[config.mk]
export PLATFORM = sky130hd
export DESIGN_NAME = priority_thread_scheduler_top
export DESIGN_NICKNAME = d
export VERILOG_FILES = /design/src/rtl/psch_pkg.sv /design/src/rtl/psch_front.sv /design/src/rtl/psch_core.sv /design/src/rtl/priority_thread_scheduler_top.sv
export SDC_FILE = /design/constraint.sdc
export NUM_CORES = 2
export LEC_CHECK = 0
export ABC_AREA = 1
export BUFFER_PORTS_ARGS = -buffer_cell sky130_fd_sc_hd__buf_2
export CAP_MARGIN = 20
export CORE_AREA = 5 5 469 471
export CTS_BUF_LIST = sky130_fd_sc_hd__clkbuf_16
export DETAILED_ROUTE_END_ITERATION = 8
export DIE_AREA = 0 0 474 476
export PLACE_DENSITY_LB_ADDON = 0.12
export SLEW_MARGIN = 30
export SYNTH_ARGS = -nofsm -noshare
export SYNTH_HDL_FRONTEND = slang
export SYNTH_SLANG_ARGS = --single-unit
export TNS_END_PERCENT = 5
[constraint.sdc]
create_clock -name clk -period 11.7 [get_ports clk]
set_input_delay 0.585 -clock clk [delete_from_list [all_inputs] [get_ports clk]]
set_output_delay 0.585 -clock clk [all_outputs]
set_load 0.02 [all_outputs]
[src/rtl/psch_pkg.sv]
`timescale 1ns / 1ps
package psch_pkg;

    localparam int THREAD_SLOTS_DEF = 16;
    localparam logic [31:0] NEVER_MS = 32'hFFFF_FFFF;
    localparam logic [31:0] TIMEOUT_VALUE = 32'hFFFF_FFFC;
    localparam logic [7:0] BOOT_PRIORITY = 8'd14;
    localparam int QUEUE_DEPTH = 2;

    typedef enum logic [1:0] {
        RS_READY   = 2'd0,
        RS_RUN     = 2'd1,
        RS_SLEEP   = 2'd2,
        RS_BLOCKED = 2'd3
    } run_state_t;

    typedef enum logic [1:0] {
        OP_ALLOC = 2'd0,
        OP_PARK  = 2'd1,
        OP_WAKE  = 2'd2,
        OP_SCHED = 2'd3
    } op_t;

    localparam logic [1:0] ST_DONE = 2'd0;
    localparam logic [1:0] ST_NO_SLOT = 2'd1;
    localparam logic [1:0] ST_IDLE = 2'd2;

    typedef struct packed {
        op_t         op;
        logic [3:0]  slot;
        logic [7:0]  prio;
        logic        blocked;
        logic [31:0] deadline;
        logic [31:0] value;
    } item_t;

endpackage

[src/rtl/psch_front.sv]
`timescale 1ns / 1ps
module psch_front (
    input  logic                 clk,
    input  logic                 rst_n,
    input  logic                 in_valid,
    output logic                 in_ready,
    input  logic [1:0]           func,
    input  logic [3:0]           slot,
    input  logic [7:0]           priority_req,
    input  logic                 wait_blocked,
    input  logic [31:0]          deadline,
    input  logic [31:0]          value,
    output logic                 q_valid,
    output psch_pkg::item_t      q_item,
    input  logic                 q_pop
);
    import psch_pkg::*;

    localparam int PW = $clog2(QUEUE_DEPTH);

    item_t           mem_reg [QUEUE_DEPTH];
    logic [PW-1:0]   wr_ptr_reg;
    logic [PW-1:0]   rd_ptr_reg;
    logic [PW:0]     count_reg;
    item_t           item_in;
    logic            push;
    logic            pop;

    always_comb
    begin
        item_in.op       = op_t'(func);
        item_in.slot     = slot;
        item_in.prio     = priority_req;
        item_in.blocked  = wait_blocked;
        item_in.deadline = deadline;
        item_in.value    = value;
    end

    assign in_ready = (count_reg != (PW+1)'(QUEUE_DEPTH));
    assign q_valid  = (count_reg != '0);
    assign q_item   = mem_reg[rd_ptr_reg];
    assign push     = in_valid && in_ready;
    assign pop      = q_pop && q_valid;

    always_ff @(posedge clk)
    begin
        if (push)
        begin
            mem_reg[wr_ptr_reg] <= item_in;
        end
    end

    always_ff @(posedge clk or negedge rst_n)
    begin
        if (!rst_n)
        begin
            wr_ptr_reg <= '0;
            rd_ptr_reg <= '0;
            count_reg  <= '0;
        end
        else
        begin
            if (push)
            begin
                wr_ptr_reg <= (wr_ptr_reg == PW'(QUEUE_DEPTH-1)) ? '0 : wr_ptr_reg + 1'b1;
            end
            if (pop)
            begin
                rd_ptr_reg <= (rd_ptr_reg == PW'(QUEUE_DEPTH-1)) ? '0 : rd_ptr_reg + 1'b1;
            end
            if (push && !pop)
            begin
                count_reg <= count_reg + 1'b1;
            end
            else if (pop && !push)
            begin
                count_reg <= count_reg - 1'b1;
            end
        end
    end

endmodule

[src/rtl/psch_core.sv]
`timescale 1ns / 1ps
module psch_core #(
    parameter int THREAD_SLOTS = psch_pkg::THREAD_SLOTS_DEF
) (
    input  logic                 clk,
    input  logic                 rst_n,
    input  logic                 q_valid,
    input  psch_pkg::item_t      q_item,
    output logic                 q_pop,
    output logic                 out_valid,
    input  logic                 out_ready,
    output logic [1:0]           status,
    output logic [3:0]           chosen_slot,
    output logic [31:0]          chosen_id,
    output logic [31:0]          chosen_value,
    output logic                 switched,
    output logic [31:0]          clock_now
);
    import psch_pkg::*;

    localparam int IW = $clog2(THREAD_SLOTS);

    typedef enum logic [7:0] {
        S_IDLE  = 8'b0000_0001,
        S_ALLOC = 8'b0000_0010,
        S_PARK  = 8'b0000_0100,
        S_WKS   = 8'b0000_1000,
        S_SAVE  = 8'b0001_0000,
        S_PICK  = 8'b0010_0000,
        S_EARLY = 8'b0100_0000,
        S_WAKE  = 8'b1000_0000
    } fsm_t;

    fsm_t            state_reg;
    logic            fin_reg;
    logic            idle_reg;
    item_t           item_reg;
    logic [IW-1:0]   idx_reg;
    logic [IW-1:0]   cur_reg;
    logic            bv_reg;
    logic [IW-1:0]   bi_reg;
    logic [7:0]      bp_reg;
    logic [31:0]     ear_reg;
    logic            jumped_reg;
    logic [31:0]     next_id_reg;
    logic [31:0]     clock_reg;

    logic            used_reg  [THREAD_SLOTS];
    run_state_t      rs_reg    [THREAD_SLOTS];
    logic [7:0]      prio_reg  [THREAD_SLOTS];
    logic [31:0]     wake_reg  [THREAD_SLOTS];
    logic [31:0]     val_reg   [THREAD_SLOTS];
    logic [31:0]     id_reg    [THREAD_SLOTS];

    logic            rd_used;
    run_state_t      rd_rs;
    logic [7:0]      rd_prio;
    logic [31:0]     rd_wake;
    logic            rd_waiting;
    logic            last;
    logic            pick_hit;
    logic            early_hit;
    logic            wake_hit;
    logic            slot_ok;
    logic            start;

    assign rd_used    = used_reg[idx_reg];
    assign rd_rs      = rs_reg[idx_reg];
    assign rd_prio    = prio_reg[idx_reg];
    assign rd_wake    = wake_reg[idx_reg];
    assign rd_waiting = (rd_rs == RS_SLEEP) || (rd_rs == RS_BLOCKED);
    assign last       = (idx_reg == IW'(THREAD_SLOTS-1));
    assign pick_hit   = rd_used && (rd_rs == RS_READY) && (!bv_reg || rd_prio > bp_reg);
    assign early_hit  = rd_used && rd_waiting && (rd_wake != NEVER_MS) && (rd_wake < ear_reg);
    assign wake_hit   = rd_used && rd_waiting && (rd_wake != NEVER_MS) && (rd_wake <= clock_reg);
    assign slot_ok    = (32'(q_item.slot) < 32'(THREAD_SLOTS));
    assign start      = (state_reg == S_IDLE) && !fin_reg && q_valid && !out_valid;
    assign q_pop      = start;
    assign clock_now  = clock_reg;

    always_ff @(posedge clk or negedge rst_n)
    begin
        if (!rst_n)
        begin
            state_reg    <= S_IDLE;
            fin_reg      <= 1'b0;
            idle_reg     <= 1'b0;
            item_reg     <= '0;
            idx_reg      <= '0;
            cur_reg      <= '0;
            bv_reg       <= 1'b0;
            bi_reg       <= '0;
            bp_reg       <= '0;
            ear_reg      <= NEVER_MS;
            jumped_reg   <= 1'b0;
            next_id_reg  <= 32'd1;
            clock_reg    <= '0;
            out_valid    <= 1'b0;
            status       <= ST_DONE;
            chosen_slot  <= '0;
            chosen_id    <= '0;
            chosen_value <= '0;
            switched     <= 1'b0;
            for (int i = 0; i < THREAD_SLOTS; i++)
            begin
                used_reg[i] <= (i == 0);
                rs_reg[i]   <= (i == 0) ? RS_RUN : RS_READY;
                prio_reg[i] <= (i == 0) ? BOOT_PRIORITY : 8'd0;
                wake_reg[i] <= NEVER_MS;
                val_reg[i]  <= '0;
                id_reg[i]   <= '0;
            end
        end
        else
        begin
            if (out_valid && out_ready)
            begin
                out_valid <= 1'b0;
            end
            if (fin_reg)
            begin
                fin_reg      <= 1'b0;
                out_valid    <= 1'b1;
                chosen_slot  <= 4'(idx_reg);
                chosen_id    <= id_reg[idx_reg];
                chosen_value <= val_reg[idx_reg];
                if (idle_reg)
                begin
                    status   <= ST_IDLE;
                    switched <= 1'b0;
                end
                else
                begin
                    status          <= ST_DONE;
                    switched        <= 1'b1;
                    rs_reg[idx_reg] <= RS_RUN;
                    cur_reg         <= idx_reg;
                end
            end
            case (state_reg)
                S_IDLE:
                begin
                    if (start)
                    begin
                        item_reg <= q_item;
                        case (q_item.op)
                            OP_ALLOC:
                            begin
                                idx_reg   <= '0;
                                state_reg <= S_ALLOC;
                            end
                            OP_PARK:
                            begin
                                idx_reg   <= cur_reg;
                                state_reg <= S_PARK;
                            end
                            OP_WAKE:
                            begin
                                if (slot_ok)
                                begin
                                    idx_reg   <= IW'(q_item.slot);
                                    state_reg <= S_WKS;
                                end
                                else
                                begin
                                    out_valid    <= 1'b1;
                                    status       <= ST_DONE;
                                    chosen_slot  <= '0;
                                    chosen_id    <= '0;
                                    chosen_value <= '0;
                                    switched     <= 1'b0;
                                end
                            end
                            default:
                            begin
                                idx_reg    <= cur_reg;
                                jumped_reg <= 1'b0;
                                state_reg  <= S_SAVE;
                            end
                        endcase
                    end
                end
                S_ALLOC:
                begin
                    if (!rd_used)
                    begin
                        used_reg[idx_reg] <= 1'b1;
                        rs_reg[idx_reg]   <= RS_READY;
                        prio_reg[idx_reg] <= item_reg.prio;
                        wake_reg[idx_reg] <= NEVER_MS;
                        val_reg[idx_reg]  <= '0;
                        id_reg[idx_reg]   <= next_id_reg;
                        next_id_reg       <= next_id_reg + 32'd1;
                        out_valid         <= 1'b1;
                        status            <= ST_DONE;
                        chosen_slot       <= 4'(idx_reg);
                        chosen_id         <= next_id_reg;
                        chosen_value      <= '0;
                        switched          <= 1'b0;
                        state_reg         <= S_IDLE;
                    end
                    else if (last)
                    begin
                        out_valid    <= 1'b1;
                        status       <= ST_NO_SLOT;
                        chosen_slot  <= '0;
                        chosen_id    <= '0;
                        chosen_value <= '0;
                        switched     <= 1'b0;
                        state_reg    <= S_IDLE;
                    end
                    else
                    begin
                        idx_reg <= idx_reg + 1'b1;
                    end
                end
                S_PARK, S_WKS:
                begin
                    if (state_reg == S_PARK)
                    begin
                        rs_reg[idx_reg]   <= item_reg.blocked ? RS_BLOCKED : RS_SLEEP;
                        wake_reg[idx_reg] <= item_reg.deadline;
                    end
                    else
                    begin
                        rs_reg[idx_reg]   <= RS_READY;
                        wake_reg[idx_reg] <= NEVER_MS;
                    end
                    val_reg[idx_reg] <= item_reg.value;
                    out_valid        <= 1'b1;
                    status           <= ST_DONE;
                    chosen_slot      <= '0;
                    chosen_id        <= '0;
                    chosen_value     <= '0;
                    switched         <= 1'b0;
                    state_reg        <= S_IDLE;
                end
                S_SAVE:
                begin
                    val_reg[idx_reg] <= item_reg.value;
                    if (rd_rs == RS_RUN)
                    begin
                        rs_reg[idx_reg] <= RS_READY;
                    end
                    idx_reg   <= '0;
                    bv_reg    <= 1'b0;
                    state_reg <= S_PICK;
                end
                S_PICK:
                begin
                    if (pick_hit)
                    begin
                        bv_reg <= 1'b1;
                        bi_reg <= idx_reg;
                        bp_reg <= rd_prio;
                    end
                    if (last)
                    begin
                        if (pick_hit || bv_reg)
                        begin
                            idx_reg   <= pick_hit ? idx_reg : bi_reg;
                            idle_reg  <= 1'b0;
                            fin_reg   <= 1'b1;
                            state_reg <= S_IDLE;
                        end
                        else if (!jumped_reg)
                        begin
                            idx_reg   <= '0;
                            ear_reg   <= NEVER_MS;
                            state_reg <= S_EARLY;
                        end
                        else
                        begin
                            idx_reg   <= cur_reg;
                            idle_reg  <= 1'b1;
                            fin_reg   <= 1'b1;
                            state_reg <= S_IDLE;
                        end
                    end
                    else
                    begin
                        idx_reg <= idx_reg + 1'b1;
                    end
                end
                S_EARLY:
                begin
                    if (early_hit)
                    begin
                        ear_reg <= rd_wake;
                    end
                    if (last)
                    begin
                        if (!early_hit && ear_reg == NEVER_MS)
                        begin
                            idx_reg   <= cur_reg;
                            idle_reg  <= 1'b1;
                            fin_reg   <= 1'b1;
                            state_reg <= S_IDLE;
                        end
                        else
                        begin
                            if ((early_hit ? rd_wake : ear_reg) > clock_reg)
                            begin
                                clock_reg <= early_hit ? rd_wake : ear_reg;
                            end
                            idx_reg   <= '0;
                            state_reg <= S_WAKE;
                        end
                    end
                    else
                    begin
                        idx_reg <= idx_reg + 1'b1;
                    end
                end
                S_WAKE:
                begin
                    if (wake_hit)
                    begin
                        if (rd_rs == RS_BLOCKED)
                        begin
                            val_reg[idx_reg] <= TIMEOUT_VALUE;
                        end
                        rs_reg[idx_reg]   <= RS_READY;
                        wake_reg[idx_reg] <= NEVER_MS;
                    end
                    if (last)
                    begin
                        idx_reg    <= '0;
                        bv_reg     <= 1'b0;
                        jumped_reg <= 1'b1;
                        state_reg  <= S_PICK;
                    end
                    else
                    begin
                        idx_reg <= idx_reg + 1'b1;
                    end
                end
                default:
                begin
                    state_reg <= S_IDLE;
                end
            endcase
        end
    end

endmodule

[src/rtl/priority_thread_scheduler_top.sv]
`timescale 1ns / 1ps
// Priority thread scheduler: a table of THREAD_SLOTS thread slots with a virtual
// millisecond clock. Each input word (allocate, park, wake, schedule) gives one
// result word. Words enter a two-entry queue, so a new word is taken while the
// previous one still runs or waits at the output. Allocate runs a first-free
// scan; schedule picks a ready thread, or, when no thread is ready and the clock
// must jump, runs pick, earliest deadline, wake and pick again. Each scan reads
// one slot-table entry per cycle. A word leaves the queue only once the output
// register is empty.
module priority_thread_scheduler_top #(
    parameter int THREAD_SLOTS = psch_pkg::THREAD_SLOTS_DEF
) (
    input  logic         clk,
    input  logic         rst_n,
    input  logic         in_valid,
    output logic         in_ready,
    input  logic [1:0]   func,
    input  logic [3:0]   slot,
    input  logic [7:0]   priority_req,
    input  logic         wait_blocked,
    input  logic [31:0]  deadline,
    input  logic [31:0]  value,
    output logic         out_valid,
    input  logic         out_ready,
    output logic [1:0]   status,
    output logic [3:0]   chosen_slot,
    output logic [31:0]  chosen_id,
    output logic [31:0]  chosen_value,
    output logic         switched,
    output logic [31:0]  clock_now
);
    import psch_pkg::*;

    logic   q_valid;
    item_t  q_item;
    logic   q_pop;

    psch_front u_front (
        .clk          (clk),
        .rst_n        (rst_n),
        .in_valid     (in_valid),
        .in_ready     (in_ready),
        .func         (func),
        .slot         (slot),
        .priority_req (priority_req),
        .wait_blocked (wait_blocked),
        .deadline     (deadline),
        .value        (value),
        .q_valid      (q_valid),
        .q_item       (q_item),
        .q_pop        (q_pop)
    );

    psch_core #(
        .THREAD_SLOTS (THREAD_SLOTS)
    ) u_core (
        .clk          (clk),
        .rst_n        (rst_n),
        .q_valid      (q_valid),
        .q_item       (q_item),
        .q_pop        (q_pop),
        .out_valid    (out_valid),
        .out_ready    (out_ready),
        .status       (status),
        .chosen_slot  (chosen_slot),
        .chosen_id    (chosen_id),
        .chosen_value (chosen_value),
        .switched     (switched),
        .clock_now    (clock_now)
    );

endmodule

==> metrics <==
Initial Util=0.497; Tcrit/Tclk final=0.729; maxcap violations=0; Post-synth EDFFs=158; Setup Skew=roughly 0.08 ns; post-CTS sizing=0; worst skew pair latency=0.95 ns; Synthesized Nets=13700; crit-path max cell delay=~0.8 ns; via count=roughly 100k; ratio of cells with drive above 1 in the final layout=0.109; multi-input logic area=between 40000 and 50000 µm²; post-DP HPWL=about 230000 µm; Layout area overhead=10.3%; distinct cell type count after synthesis=between 60 and 70; Syn Area/Cell=between 7 and 8 µm²; Sw Ratio=0.428; crit path launch=u_core.idx_reg[1]$_DFFE_PN0P_; Pins Over Slew Limit=0; reg2reg start=u_core.idx_reg[1]$_DFFE_PN0P_; Core Box Area=~220000 µm²; sequential share of the synthesized area=0.515; final hold violations=0; die area=around 230000 µm²; CP max stage cell=dfrtp_4; fillers=around 20000; pwr dens=246 nW/µm²; RSZ-0062 raised after global routing=no; first-pass GRT wire length=between 600000 and 700000 µm; dominant synthesized flop cell=dfrtp_1; # IOs=188; DR DRC count=0; HP Class=primary input to register; initial antenna violation count=18; Slew headroom=0.245; R2R Setup Slk=between 3 and 4 ns; H-tree Lvls=4; Die Y=between 400 and 500 µm; clk sinks=between 2000 and 2500; Worst path depth=29; Combinational Power Share=0.382; CP endpoint=u_core.clock_now[25]$_DFFE_PN0P_; Syn Std Cell Area=around 110000 µm²; Final ANT Viol Nets=0; largest fanout on the critical path=77; Die X=around 470 µm; vias in the first global route=~95000; Top cell by count, worst path=nand2_1; Sum Neg Setup Slack=0 ns; status=completed; Hold Slack=between 0.03 and 0.04 ns; worst setup path class=register to register; gpl congestion=~0.91; P_sw=12.4 mW; Worst Path Required=12.51 ns; part of the power in registers=0.367; GRT overflow=0; Tot GR Track Use=0.356; clk root buf=clkbuf_16; share of flip-flops with an asynchronous set or reset=0.926; Syn Inst Count=approximately 13000; Reg clk slew, reported paths=0.06 ns; Max Fclk=roughly 120 MHz; crit start category=register; wire length per cell=between 20 and 30 µm; Bufs and invs on worst path=4; largest net degree at the start of global routing=approximately 220; Internal Dissipation=approximately 17 mW; Tmin final=~8.5 ns; Clock Path Buffers=3; Worst Reg-to-Reg Cells=29; Clock power frac=0.251; register area=between 50000 and 60000 µm²; Post-Route WL=412000 µm; crit end category=register; worst vdd ir=0.239 mV; Crit path max-delay family=buffers and inverters; Worst-Margin Slew=approximately 1.1 ns; nets@finish=around 13000; Leak=roughly 54 nW; WP data arrival=between 9 and 10 ns; CTS tree=yes; total CTS buffers=230; Setup violations, final=0; vias per cell=slightly above 6; FP Rows=approximately 170; Starting DRT DRC Count=around 13000; post-synthesis register bit count=2147; first drt pass iteration count=7; worst reg2reg path endpoint=u_core.clock_now[25]$_DFFE_PN0P_; number of buffers added on ports=between 150 and 200; Ys Warns=0
[metal layers]
layer | track usage | vias up | share of wire
met5 | 0 | - | 0.00012
met4 | 0.210 | 6 | 0.065
met3 | 0.0649 | 1223 | 0.099
met2 | 0.547 | 5690 | 0.44
met1 | 0.475 | 48900 | 0.39
li1 | - | 44200 | -
[placed cells by master (no fill, tap or decap), types with 35 or more instances in the layout]
cell and instances:
nand3_1 638, nor2_4 35, o211ai_1 57, ha_1 109, clkinv_1 74, o22ai_1 383
clkbuf_16 232, buf_4 179, nand4_1 83, edfxtp_1 158, clkinv_2 47, buf_2 186
nand3b_1 80, nand2_1 3358, o21ai_0 1767, mux2i_1 74, nor3_1 55, nor2_1 1311
o21ai_1 123, dlygate4sd3_1 80, inv_1 673, a21oi_1 1175, dfrtp_1 1434, dfstp_2 551
[through the flow]
stage	util	instances	power, mW	worst slack (ns)	area (µm²)
after floorplan	-	13500	17.5	7.00	107000
after global placement	0.507	15600	21.2	3.12	109000
after detailed placement	0.508	15600	21.5	3.25	110000
after global routing	0.548	16200	30.6	2.76	118000
after CTS	0.546	16100	28.8	3.20	118000
final	0.548	16200	29.0	3.17	118000
[Yosys cell counts (57+ instances only)]
cell	instances	area share
nor2_1	1350	0.047
dfstp_2	551	0.14
buf_2	215	0.010
clkbuf_1	792	0.028
edfxtp_1	158	0.044
ha_1	109	0.013
inv_1	629	0.022
nand3b_1	80	0.0056
o21ai_0	1768	0.083
mux2i_1	74	0.0069
nand2_1	3379	0.12
o211ai_1	57	0.0040
nand3_1	639	0.030
a21oi_1	1193	0.056
o21ai_1	122	0.0057
nand4_1	83	0.0048
dfrtp_1	1438	0.34
o22ai_1	383	0.022
[how the worst min path moves through the flow]
stage                                    startpoint                               to  slack [ns]  depth (start not counted)
floorplan                                     rst_n     u_core.bi_reg[0]$_DFFE_PN0P_        0.29                          0
global placement    u_core.used_reg[12]$_DFFE_PN0P_  u_core.used_reg[12]$_DFFE_PN0P_        0.43                          2
detailed placement   u_core.used_reg[0]$_DFFE_PN0P_   u_core.used_reg[0]$_DFFE_PN0P_        0.44                          2
CTS                                       out_ready       u_core.out_valid$_DFF_PN0_        0.02                          2
global route                              out_ready       u_core.out_valid$_DFF_PN0_        0.03                          2
finish                                    out_ready       u_core.out_valid$_DFF_PN0_        0.03                          2
[power groups by stage]
stage	sequential, mW	clock (mW)	combinational (mW)
floorplan	10.2	0	7.34
global placement	10.7	0	10.6
detailed placement	10.7	0	10.8
CTS	10.6	7.37	10.8
global route	10.8	7.68	12.1
finish	10.7	7.28	11.1
[what timing repair did]
item / 4_1_cts / 5_1_grt
hold buffers: 80 / 0
setup buffers: 0 / 0
hold endpoints to repair: 276 / 0
[cells by family after synthesis]
logic type / after synthesis / share of synthesized area
AO/OA/AOI/OAI: 3702 / 0.184
XOR/XNOR: 35 / 0.00286
adder cells (fa/ha/maj): 109 / 0.0127
buffers and inverters: 1756 / 0.0653
flip-flops: 2147 / 0.515
multiplexers: 74 / 0.00692
AND/OR/NAND/NOR: 5651 / 0.213
[final cells by class]
class / instances / area share
diodes: 6 / 0.000127
repair buffers: 488 / 0.0331
clock inverters: 204 / 0.0139
well taps: 2854 / 0.0302
clock buffers: 232 / 0.0491
flip-flops and latches: 2147 / 0.467
multi-input cells: 9571 / 0.385
inverters: 663 / 0.0214
No activity file was read; power rests on OpenSTA's default activity.
